==> src/design/ted_pkg.sv <==
// Shared types, constants and character classifiers for the transfer encoding decoder.
package ted_pkg;

  localparam int OUT_BUF_BYTES = 4096;
  localparam int CNT_W         = $clog2(OUT_BUF_BYTES);
  localparam int MAX_RES       = 3;

  typedef enum logic [1:0] {
    MODE_7BIT = 2'd0,
    MODE_QP   = 2'd1,
    MODE_B64  = 2'd2
  } mode_t;

  localparam logic [7:0] CH_EQ    = 8'h3D;
  localparam logic [7:0] CH_LF    = 8'h0A;
  localparam logic [7:0] CH_CR    = 8'h0D;
  localparam logic [7:0] CH_PLUS  = 8'h2B;
  localparam logic [7:0] CH_SLASH = 8'h2F;

  localparam logic [5:0] SX_LOWER = 6'd26;
  localparam logic [5:0] SX_DIGIT = 6'd52;
  localparam logic [5:0] SX_PLUS  = 6'd62;
  localparam logic [5:0] SX_SLASH = 6'd63;

  typedef struct packed {
    logic [1:0]       pend_cnt;
    logic [7:0]       pend_sec;
    logic [11:0]      acc;
    logic [3:0]       held;
    logic             stopped;
    logic [CNT_W-1:0] emitted;
  } dec_state_t;

  typedef struct packed {
    logic [1:0]                 cnt;
    logic [MAX_RES-1:0][7:0]    bytes;
  } dec_res_t;

  // {valid, nibble}
  function automatic logic [4:0] hex_of(input logic [7:0] c);
    logic [4:0] r;
    r = 5'd0;
    if (c inside {[8'h30:8'h39]}) begin
      r = {1'b1, 4'(c - 8'h30)};
    end else if (c inside {[8'h41:8'h46]}) begin
      r = {1'b1, 4'(c - 8'h37)};
    end else if (c inside {[8'h61:8'h66]}) begin
      r = {1'b1, 4'(c - 8'h57)};
    end
    return r;
  endfunction

  // {valid, sextet}
  function automatic logic [6:0] sextet_of(input logic [7:0] c);
    logic [6:0] r;
    r = 7'd0;
    if (c inside {[8'h41:8'h5A]}) begin
      r = {1'b1, 6'(c - 8'h41)};
    end else if (c inside {[8'h61:8'h7A]}) begin
      r = {1'b1, 6'(c - 8'h61) + SX_LOWER};
    end else if (c inside {[8'h30:8'h39]}) begin
      r = {1'b1, 6'(c - 8'h30) + SX_DIGIT};
    end else if (c == CH_PLUS) begin
      r = {1'b1, SX_PLUS};
    end else if (c == CH_SLASH) begin
      r = {1'b1, SX_SLASH};
    end
    return r;
  endfunction

endpackage

==> src/design/ted_decode.sv <==
// Per-byte decode step: next state and up to three result bytes.
module ted_decode
  import ted_pkg::*;
(
  input  logic [1:0] mode,
  input  dec_state_t st,
  input  logic [7:0] data_byte,
  input  logic       range_end,
  output dec_state_t st_nxt,
  output dec_res_t   res
);

  logic [MAX_RES-1:0][7:0] raw;
  logic [1:0]              n;
  dec_state_t              s;
  logic [4:0]              hi;
  logic [4:0]              lo;
  logic [6:0]              sx;
  logic [3:0]              hb;
  logic [11:0]             acc_n;
  logic [CNT_W-1:0]        room;
  logic [CNT_W+1:0]        room_x;
  logic [1:0]              k;

  always_comb begin
    raw   = '0;
    n     = 2'd0;
    s     = st;
    hi    = hex_of(st.pend_sec);
    lo    = hex_of(data_byte);
    sx    = sextet_of(data_byte);
    hb    = st.held + 4'd6;
    acc_n = {st.acc[5:0], sx[5:0]};

    case (mode)
      MODE_QP: begin
        case (st.pend_cnt)
          2'd0: begin
            if (data_byte == CH_EQ) begin
              s.pend_cnt = 2'd1;
            end else begin
              raw[n] = data_byte;
              n = n + 2'd1;
            end
          end
          2'd1: begin
            if (data_byte == CH_LF) begin
              s.pend_cnt = 2'd0;
            end else if (lo[4] || data_byte == CH_CR) begin
              s.pend_sec = data_byte;
              s.pend_cnt = 2'd2;
            end else begin
              raw[n] = CH_EQ;
              n = n + 2'd1;
              s.pend_cnt = 2'd0;
              if (data_byte == CH_EQ) begin
                s.pend_cnt = 2'd1;
              end else begin
                raw[n] = data_byte;
                n = n + 2'd1;
              end
            end
          end
          default: begin
            s.pend_cnt = 2'd0;
            s.pend_sec = 8'd0;
            if (hi[4] && lo[4]) begin
              raw[n] = {hi[3:0], lo[3:0]};
              n = n + 2'd1;
            end else if (!(st.pend_sec == CH_CR && data_byte == CH_LF)) begin
              raw[n] = CH_EQ;
              n = n + 2'd1;
              raw[n] = st.pend_sec;
              n = n + 2'd1;
              if (data_byte == CH_EQ) begin
                s.pend_cnt = 2'd1;
              end else begin
                raw[n] = data_byte;
                n = n + 2'd1;
              end
            end
          end
        endcase
        if (range_end) begin
          if (s.pend_cnt != 2'd0) begin
            raw[n] = CH_EQ;
            n = n + 2'd1;
          end
          if (s.pend_cnt == 2'd2) begin
            raw[n] = s.pend_sec;
            n = n + 2'd1;
          end
        end
      end
      MODE_B64: begin
        if (!st.stopped) begin
          if (data_byte == CH_EQ) begin
            s.stopped = 1'b1;
          end else if (sx[6]) begin
            s.acc = acc_n;
            if (hb >= 4'd8) begin
              s.held = hb - 4'd8;
              raw[n] = 8'(acc_n >> s.held);
              n = n + 2'd1;
            end else begin
              s.held = hb;
            end
          end
        end
      end
      default: begin
        raw[n] = data_byte;
        n = n + 2'd1;
      end
    endcase

    // cut at the buffer limit
    room   = CNT_W'(OUT_BUF_BYTES - 1) - st.emitted;
    room_x = (CNT_W+2)'(room);
    if (room_x < (CNT_W+2)'(n)) begin
      k = room_x[1:0];
    end else begin
      k = n;
    end
    s.emitted = st.emitted + CNT_W'(k);

    if (range_end) begin
      s = '0;
    end

    st_nxt    = s;
    res.cnt   = k;
    res.bytes = raw;
  end

endmodule

==> src/design/transfer_encoding_decoder.sv <==
// Top level of the transfer encoding decoder: input register, decode step, result queue.
// Flow: an accepted byte waits in the input register and is decoded as it loads the result
// queue, whose first result is then presented. Throughput: one byte per cycle while out_ready
// holds and each byte yields at most one result; a byte with more results holds the output
// until all are taken and stalls the input meanwhile, as the single output port drains the queue.
// Reset: synchronous active-low rst_n clears the mode, the decode state and both stages.
module transfer_encoding_decoder
  import ted_pkg::*;
(
  input  logic       clk,
  input  logic       rst_n,
  input  logic       cfg_wr_en,
  input  logic [1:0] cfg_wr_data,
  input  logic       in_valid,
  output logic       in_ready,
  input  logic [7:0] in_data_byte,
  input  logic       in_range_end,
  output logic       out_valid,
  input  logic       out_ready,
  output logic [7:0] out_byte,
  output logic       out_run_last
);

  logic [1:0]              mode_r;
  logic                    in_vld_r;
  logic [7:0]              in_byte_r;
  logic                    in_end_r;
  dec_state_t              st_r;
  dec_state_t              st_nxt;
  dec_res_t                res;
  logic [1:0]              ob_cnt_r;
  logic [1:0]              ob_cnt_nxt;
  logic [MAX_RES-1:0][7:0] ob_byte_r;
  logic [MAX_RES-1:0][7:0] ob_byte_nxt;
  logic                    pop;
  logic                    load;

  ted_decode u_decode (
    .mode      (mode_r),
    .st        (st_r),
    .data_byte (in_byte_r),
    .range_end (in_end_r),
    .st_nxt    (st_nxt),
    .res       (res)
  );

  assign out_valid    = (ob_cnt_r != 2'd0);
  assign out_byte     = ob_byte_r[0];
  assign out_run_last = (ob_cnt_r == 2'd1);
  assign pop          = out_valid && out_ready;
  assign load         = in_vld_r && (ob_cnt_r == 2'd0 || (ob_cnt_r == 2'd1 && pop));
  assign in_ready     = !in_vld_r || load;

  always_comb begin
    ob_cnt_nxt  = ob_cnt_r;
    ob_byte_nxt = ob_byte_r;
    if (load) begin
      ob_cnt_nxt  = res.cnt;
      ob_byte_nxt = res.bytes;
    end else if (pop) begin
      ob_cnt_nxt  = ob_cnt_r - 2'd1;
      ob_byte_nxt = {8'd0, ob_byte_r[MAX_RES-1:1]};
    end
  end

  always_ff @(posedge clk) begin
    if (!rst_n) begin
      mode_r   <= MODE_7BIT;
      in_vld_r <= 1'b0;
      st_r     <= '0;
      ob_cnt_r <= 2'd0;
    end else begin
      if (cfg_wr_en) begin
        mode_r <= cfg_wr_data;
      end
      if (in_ready) begin
        in_vld_r <= in_valid;
      end
      if (load) begin
        st_r <= st_nxt;
      end
      ob_cnt_r <= ob_cnt_nxt;
    end
  end

  always_ff @(posedge clk) begin
    if (in_valid && in_ready) begin
      in_byte_r <= in_data_byte;
      in_end_r  <= in_range_end;
    end
    ob_byte_r <= ob_byte_nxt;
  end

  a_end_clears: assert property (@(posedge clk) disable iff (!rst_n)
    (load && in_end_r) |=> (st_r.emitted == '0 && st_r.pend_cnt == 2'd0 && !st_r.stopped))
    else $error("decode state not cleared after range end");

  a_pend_range: assert property (@(posedge clk) disable iff (!rst_n)
    st_r.pend_cnt != 2'd3)
    else $error("quoted-printable pending count out of range");

  a_held_even: assert property (@(posedge clk) disable iff (!rst_n)
    (!st_r.held[0] && st_r.held < 4'd8))
    else $error("base64 held bit count invalid");

  a_limit: assert property (@(posedge clk) disable iff (!rst_n)
    (CNT_W+1)'(st_r.emitted) < (CNT_W+1)'(OUT_BUF_BYTES))
    else $error("emitted count past buffer limit");

  a_load_drained: assert property (@(posedge clk) disable iff (!rst_n)
    (ob_cnt_r > 2'd1) |-> !in_ready || !in_vld_r)
    else $error("input taken while results still queued");

endmodule
==> config.mk <==
export PLATFORM = sky130hd
export DESIGN_NAME = transfer_encoding_decoder
export DESIGN_NICKNAME = d
export VERILOG_FILES = /design/src/design/ted_pkg.sv /design/src/design/ted_decode.sv /design/src/design/transfer_encoding_decoder.sv
export SDC_FILE = /design/constraint.sdc
export NUM_CORES = 1
export LEC_CHECK = 0
export ABC_AREA = 1
export ABC_CLOCK_PERIOD_IN_PS = 5450
export BUFFER_PORTS_ARGS = -buffer_cell sky130_fd_sc_hd__buf_4
export CAP_MARGIN = 5
export CORE_MARGIN = 10
export CORE_UTILIZATION = 57
export CTS_CLUSTER_SIZE = 40
export DETAILED_ROUTE_END_ITERATION = 16
export PLACE_DENSITY = 0.87
export REMOVE_ABC_BUFFERS = 1
export SETUP_SLACK_MARGIN = 0.5
export SYNTH_ARGS = -nofsm -noshare
export SYNTH_HDL_FRONTEND = slang
export SYNTH_SLANG_ARGS = --single-unit
==> constraint.sdc <==
create_clock -name clk -period 5.45 [get_ports clk]
set_clock_uncertainty 0.15 [all_clocks]
set_input_delay 0.2725 -clock clk [delete_from_list [all_inputs] [get_ports clk]]
set_output_delay 0.2725 -clock clk [all_outputs]
set_load 0.01 [all_outputs]
* Word level (Yosys, flattened, before mapping)
Cells that the tools add are included.
Word-level totals: flip-flop bits (word level) 71, word-level logic and storage cells 183, input bits 16, output and inout bits 11
Operators by class: mux-type cells 83, magnitude comparators 20, shift operators 1, bitwise gates (word level) 3, reduce and logical (&&, ||, !) cells 32, add/sub/neg operators 17, equal/unequal tests 13
Operator list (count):
- 24-bit two-way mux | 8
- 8-bit two-way mux | 15
- 16-bit two-way mux | 6
- 8-bit case mux with 2 select lines | 4
- 8-bit by 7-bit less-or-equal comparator with 1-bit output, second input constant | 6
- 2-bit two-way mux | 22
- 39-bit two-way mux | 1
- 7-bit two-way mux | 5
- 17-bit two-way mux | 2
- 8-bit demux with 2-bit select | 2
- 8-bit by 7-bit >= comparator with 1-bit output, second input constant | 4
- 5-bit two-way mux | 6
- 24-bit bitwise mux | 1
- 8-bit by 4-bit == test with 1-bit output, second input constant | 3
- 8-bit by 6-bit == test with 1-bit output, second input constant | 3
- 8-bit by 6-bit >= comparator with 1-bit output, second input constant | 2
- 8-bit by 6-bit less-or-equal comparator with 1-bit output, second input constant | 2
- 1-bit logical AND | 16
- 4-bit by 3-bit subtractor with 4-bit output, second input constant | 4
- 15-bit bitwise OR | 1
- 12-bit by 2-bit adder with 12-bit output | 1
- 12-bit by 2-bit less-than comparator with 1-bit output | 1
- 2-bit case mux with 2 select lines | 3
- 2-bit nonzero test | 6
- other kinds (28) | 45

* Longest topological paths before layout
word-level depth 24, gate-level depth with buffers 38, depth with buffers taken out 37

* By module
Synthesis repeated with hierarchy kept, for this count alone.
Unflattened totals: cell total of the unflattened synthesis 1040, area total of the unflattened synthesis 6646.4 um^2
By module, submodules not included:
- ted_decode | instances 1, area each 3676.0 um^2, cells an instance 719, seq. area each 0.0 um^2
- transfer_encoding_decoder | instances 1, area each 2970.3 um^2, cells an instance 321, seq. area each 1871.8 um^2

* Least setup slack after synthesis
Ideal clock, no wire load.
path type register to register, start point reg in_byte_r[1], end point reg st_r[10] (netlist bit), setup slack 0.312 ns, stages on the path, launching flop included 37, arrival time 4.869 ns, setup time 0.119 ns, clock period less this slack 5.138 ns, path buffers 1, path through edfxtp_1 -> buf_4 -> inv_1 -> ha_1 -> inv_1 -> nand2_1 -> nand3_1 -> nand2_1 -> nand2_1 -> nand2_2 -> nand4_4 -> nor2_8 -> nor2_2 -> nor2_4 -> nor2_4 -> nor2_2 -> inv_1 -> nand2_1 -> inv_1 -> ha_1 -> or2_1 -> nand4_2 -> nand2_2 -> ha_1 -> nor4_1 -> nand2_1 -> nand3_1 -> and2_1 -> ha_1 -> inv_1 -> fa_1 -> nor3_1 -> inv_1 -> nor2_1 -> nand3_1 -> o21ai_0 -> a21oi_1
On the way: cells in the longest elaborated chain, start to end 22, elaborated cells on any way between the ends 63, those cells by class add/sub (3); order compare (9); eq/ne (6); mux (36); reduce/logical (9)
Ends and longest elaborated chain:
- start, declared | line transfer_encoding_decoder.sv:26 | logic [7:0] in_byte_r;
- start signal, assigned | line transfer_encoding_decoder.sv:88 | in_byte_r <= in_data_byte;
- 8-bit by 7-bit >= comparator with 1-bit output or 8-bit by 7-bit less-or-equal comparator with 1-bit output (tied branches) | line ted_pkg.sv:47, ted_pkg.sv:59
- 1-bit logical AND | line ted_pkg.sv:47 | end else if (c inside {[8'h61:8'h66]}) begin
- 5-bit two-way mux | line ted_pkg.sv:47
- 5-bit two-way mux | line ted_pkg.sv:45 | end else if (c inside {[8'h41:8'h46]}) begin
- 5-bit two-way mux | line ted_pkg.sv:43 | if (c inside {[8'h30:8'h39]}) begin
- 1-bit logical OR | line ted_decode.sv:49 | end else if (lo[4] || data_byte == CH_CR) begin
- 2-bit two-way mux | line ted_decode.sv:49
- 2-bit two-way mux | line ted_decode.sv:47 | if (data_byte == CH_LF) begin
- [6 not listed]
- 2-bit by 1-bit adder with 2-bit output | line ted_decode.sv:91 | n = n + 2'd1;
- 2-bit two-way mux | line ted_decode.sv:89 | if (s.pend_cnt == 2'd2) begin
- 2-bit two-way mux | line ted_decode.sv:84 | if (range_end) begin
- 2-bit case mux with 2 select lines (*) | line ted_decode.sv:35 | case (mode)
- 12-bit by 2-bit less-than comparator with 1-bit output | line ted_decode.sv:120 | if (room_x < (CNT_W+2)'(n)) begin
- 2-bit two-way mux (*) | line ted_decode.sv:120
- 12-bit by 2-bit adder with 12-bit output (*) | line ted_decode.sv:125 | s.emitted = st.emitted + CNT_W'(k);
- 39-bit two-way mux (*) | line ted_decode.sv:127 | if (range_end) begin
- end signal, assigned | line transfer_encoding_decoder.sv:80 | st_r <= st_nxt;
- end, declared | line transfer_encoding_decoder.sv:28 | dec_state_t st_r;
Mark *: on every way between the ends. The rest lies on a longest branch, timed or not. The select of a mux whose other input is x is not followed. A chain may end at the register's enable or synchronous reset.

* Worst setup path in the final report
start point reg in_byte_r[5], end point reg st_r[10] (netlist bit)
The elaborated chain is that of the path after synthesis.

==> flow_metrics.env <==
export IMPL_run_status="completed"
export IMPL_cts_sinks=70
export IMPL_hold_slack_ns=0.0322
export IMPL_top_usage_layer="met2"
export IMPL_ys_warnings_count=0
export IMPL_row_count=35
export IMPL_critPathKind="flop to flop"
export IMPL_diodes=0
export IMPL_ant_nets=0
export IMPL_final_area_um2=6770
export IMPL_syn_area_um2=5480
export IMPL_antenna_found_initial=0
export IMPL_grt_pass1_wl_um=26500
export IMPL_grt_met3_usage=0.0408
export IMPL_die_y_um=118
export IMPL_finalPower_mw=1.96
export IMPL_async_reset_ff_frac=0
export IMPL_worstPathMaxFanout=5
export IMPL_critPathLaunchType="flop"
export IMPL_dieArea_um2=13900
export IMPL_min_path_type="input pin to flop"
export IMPL_rsz0062_at_grt="true"
export IMPL_instances_no_fill=966
export IMPL_place_inst=895
export IMPL_pwr_density_cell_nw_per_um2=289
export IMPL_crit_path_max_incr_delay_ns=0.46
export IMPL_drv_cap=0
export IMPL_fin_ws_ns=0.350
export IMPL_finalHoldViolCount=0
export IMPL_area_sequential_um2=1730
export IMPL_clk_latency_ns=0.38
export IMPL_initial_core_util=0.590
export IMPL_route_detailed_drc=0
export IMPL_port_buffers=26
export IMPL_drive_gt1_frac=0.270
export IMPL_dp_hpwl_um=11600
export IMPL_slowest_stage="edfxtp_1"
export IMPL_worstMarginPinSlew_ns=1.15
export IMPL_ys_seq_area_frac=0.316
export IMPL_synth_distinct_cells=57
export IMPL_ys_ff_latch=70
export IMPL_netlist_instances=749
export IMPL_viasPerCell=6.05
export IMPL_slew_viol_final=0
export IMPL_ios=27
export IMPL_placed_cell_area_um2=5800
export IMPL_fin_setup_tns_ns=0
export IMPL_relSlewSlack=0.231
export IMPL_regToRegSetupSlack_ns=0.35
export IMPL_clkTransAtPathRegs_ns=0.09
export IMPL_syn_avg_cell_area_um2=7.32
export IMPL_finalSetupViolCount=0
export IMPL_grtUsageTotal=0.228
export IMPL_numCtsBuffers=9
export IMPL_multi_input_area_um2=3480
export IMPL_clockRootBuffer="clkbuf_8"
export IMPL_die_w_um=118
export IMPL_vdd_drop_max_uv=165
export IMPL_htreeDepth=3
export IMPL_cts_tree="built"
export IMPL_use_met1=0.295
export IMPL_grt_max_degree=31
export IMPL_place_ws_ns=-0.0946
export IMPL_grtUsageMet2=0.372
export IMPL_wirelength_um=17800
export IMPL_cts_max_path_buffers=2
export IMPL_max_freq_ghz=0.196
export IMPL_vias=5840
export IMPL_finalCritPeriodShare=0.936
export IMPL_drtIter0Drc=786
export IMPL_synth_main_ff_cell="dfxtp_1"
export IMPL_finish_net_count=879
export IMPL_core_area_um2=9280
export IMPL_synth_edf_count=33
export IMPL_grt_overflow=0
export IMPL_arrival_ns=5.21
export IMPL_worstPathRequired_ns=5.56
export IMPL_p_leak_nw=2.82
export IMPL_dr_pass1_iters=8
export IMPL_wl_per_cell_um=18.4
export IMPL_grt_pass1_vias=5247
export IMPL_cp_end_kind="flop"
export IMPL_area_growth_pct=23.5
export IMPL_fillers=668
export IMPL_final_core_util=0.729
export IMPL_period_needed_ns=5.10
export IMPL_gp_congestion=1.03
==> layer usage <==
layer  part of all wire  routed length, um  vias up
li1                   -                  -     2694
met1               0.39               6970     2632
met2               0.47               8360      432
met3              0.099               1750       82
met4              0.040                720        0
met5                  0                  0        -
==> final timing paths <==
path / depth (start not counted) / from / to
setup / recovery: 36 / in_byte_r[5] / st_r[10]
hold / removal: 3 / in_valid / in_vld_r
setup reg to reg: 36 / in_byte_r[5] / st_r[10]
hold reg to reg: 2 / st_r[34] / st_r[34]
==> kinds of logic after synthesis <==
logic type	Yosys count	share of synthesized area
AOI/OAI and AO/OA	206	0.221
xor gates and xnor gates	10	0.0160
adders and majority gates	31	0.0721
buffers and inverters	134	0.110
DFF	70	0.316
and+or+nand+nor	298	0.265
==> worst max-delay path: cells and delay by family, from the launching register on <==
family / cells / cell delay [ns]
simple gates: 20 / 2.23
fa+ha+maj: 5 / 1.03
flops: 1 / 0.46
buf+inv: 9 / 0.84
compound gates: 2 / 0.26
==> layout by cell type, fill, tap and decap left out, types with 3 or more instances in the layout <==
cell type,count
nor2_1,35
nand3_4,3
a21oi_1,70
nand3_1,14
a21oi_2,3
o21a_1,3
inv_6,3
nand2_2,21
buf_4,91
ha_1,18
nor3_1,5
o21ai_1,15
nand3_2,11
ha_4,8
dlygate4sd3_1,9
nor2_2,9
inv_1,78
clkbuf_8,9
inv_4,4
o221ai_1,6
edfxtp_1,33
o21ai_0,53
nand2_1,156
o22ai_1,7
nor3_4,3
inv_2,15
buf_6,3
xor2_1,8
o211ai_1,16
nor2_4,9
a31oi_1,7
clkinv_1,5
a211oi_1,11
nand2_4,9
ha_2,4
clkinvlp_4,3
nand4_1,9
dfxtp_1,36
==> power breakdown <==
group / leakage [nW] / total [mW] / internal [mW] / switching [mW]
Combinational: 2.10 / 0.755 / 0.284 / 0.470
Clock: 0.0863 / 0.429 / 0.175 / 0.254
Sequential: 0.628 / 0.775 / 0.718 / 0.0569
==> cell usage after synthesis (6+ instances only) <==
library cell	n	area share
o211ai_1	16	0.022
inv_1	86	0.059
o21ai_0	57	0.052
a21oi_1	72	0.066
buf_2	7	0.0064
o21ai_1	12	0.011
buf_4	11	0.015
nor3_1	7	0.0064
nand4_1	9	0.010
nand2_2	16	0.018
inv_2	8	0.0055
a211oi_1	12	0.016
nand3_2	8	0.015
clkbuf_1	7	0.0048
nand2_1	166	0.11
edfxtp_1	33	0.18
o22ai_1	7	0.0080
nor2_2	8	0.0091
a31oi_1	7	0.0080
nor2_1	40	0.027
o221ai_1	6	0.0096
ha_1	30	0.068
xor2_1	8	0.013
nand3_1	20	0.018
dfxtp_1	37	0.14
==> state kept, by name, summed over array words and instances, names as in the netlist <==
name       cells
in_vld_r       1
in_byte_r      8
mode_r         2
ob_byte_r     16
st_r          32
ob_cnt_r       2
out_byte       8
in_end_r       1
==> timing repair <==
item,4_1_cts,5_1_grt
hold buffers,9,0
setup endpoints to repair,7,10
pin swaps,23,35
setup buffers,25,21
gates cloned,0,0
resized for setup,35,49
endpoints found under the hold margin,9,0
==> final cells by class <==
type	count	area share
repair buffers	103	0.119
inverters	103	0.0593
multi-input cells	545	0.514
flip-flops and latches	70	0.256
clock inverters	7	0.00924
well taps	129	0.0238
clock buffers	9	0.0183
(Power assumes the default switching activity.)
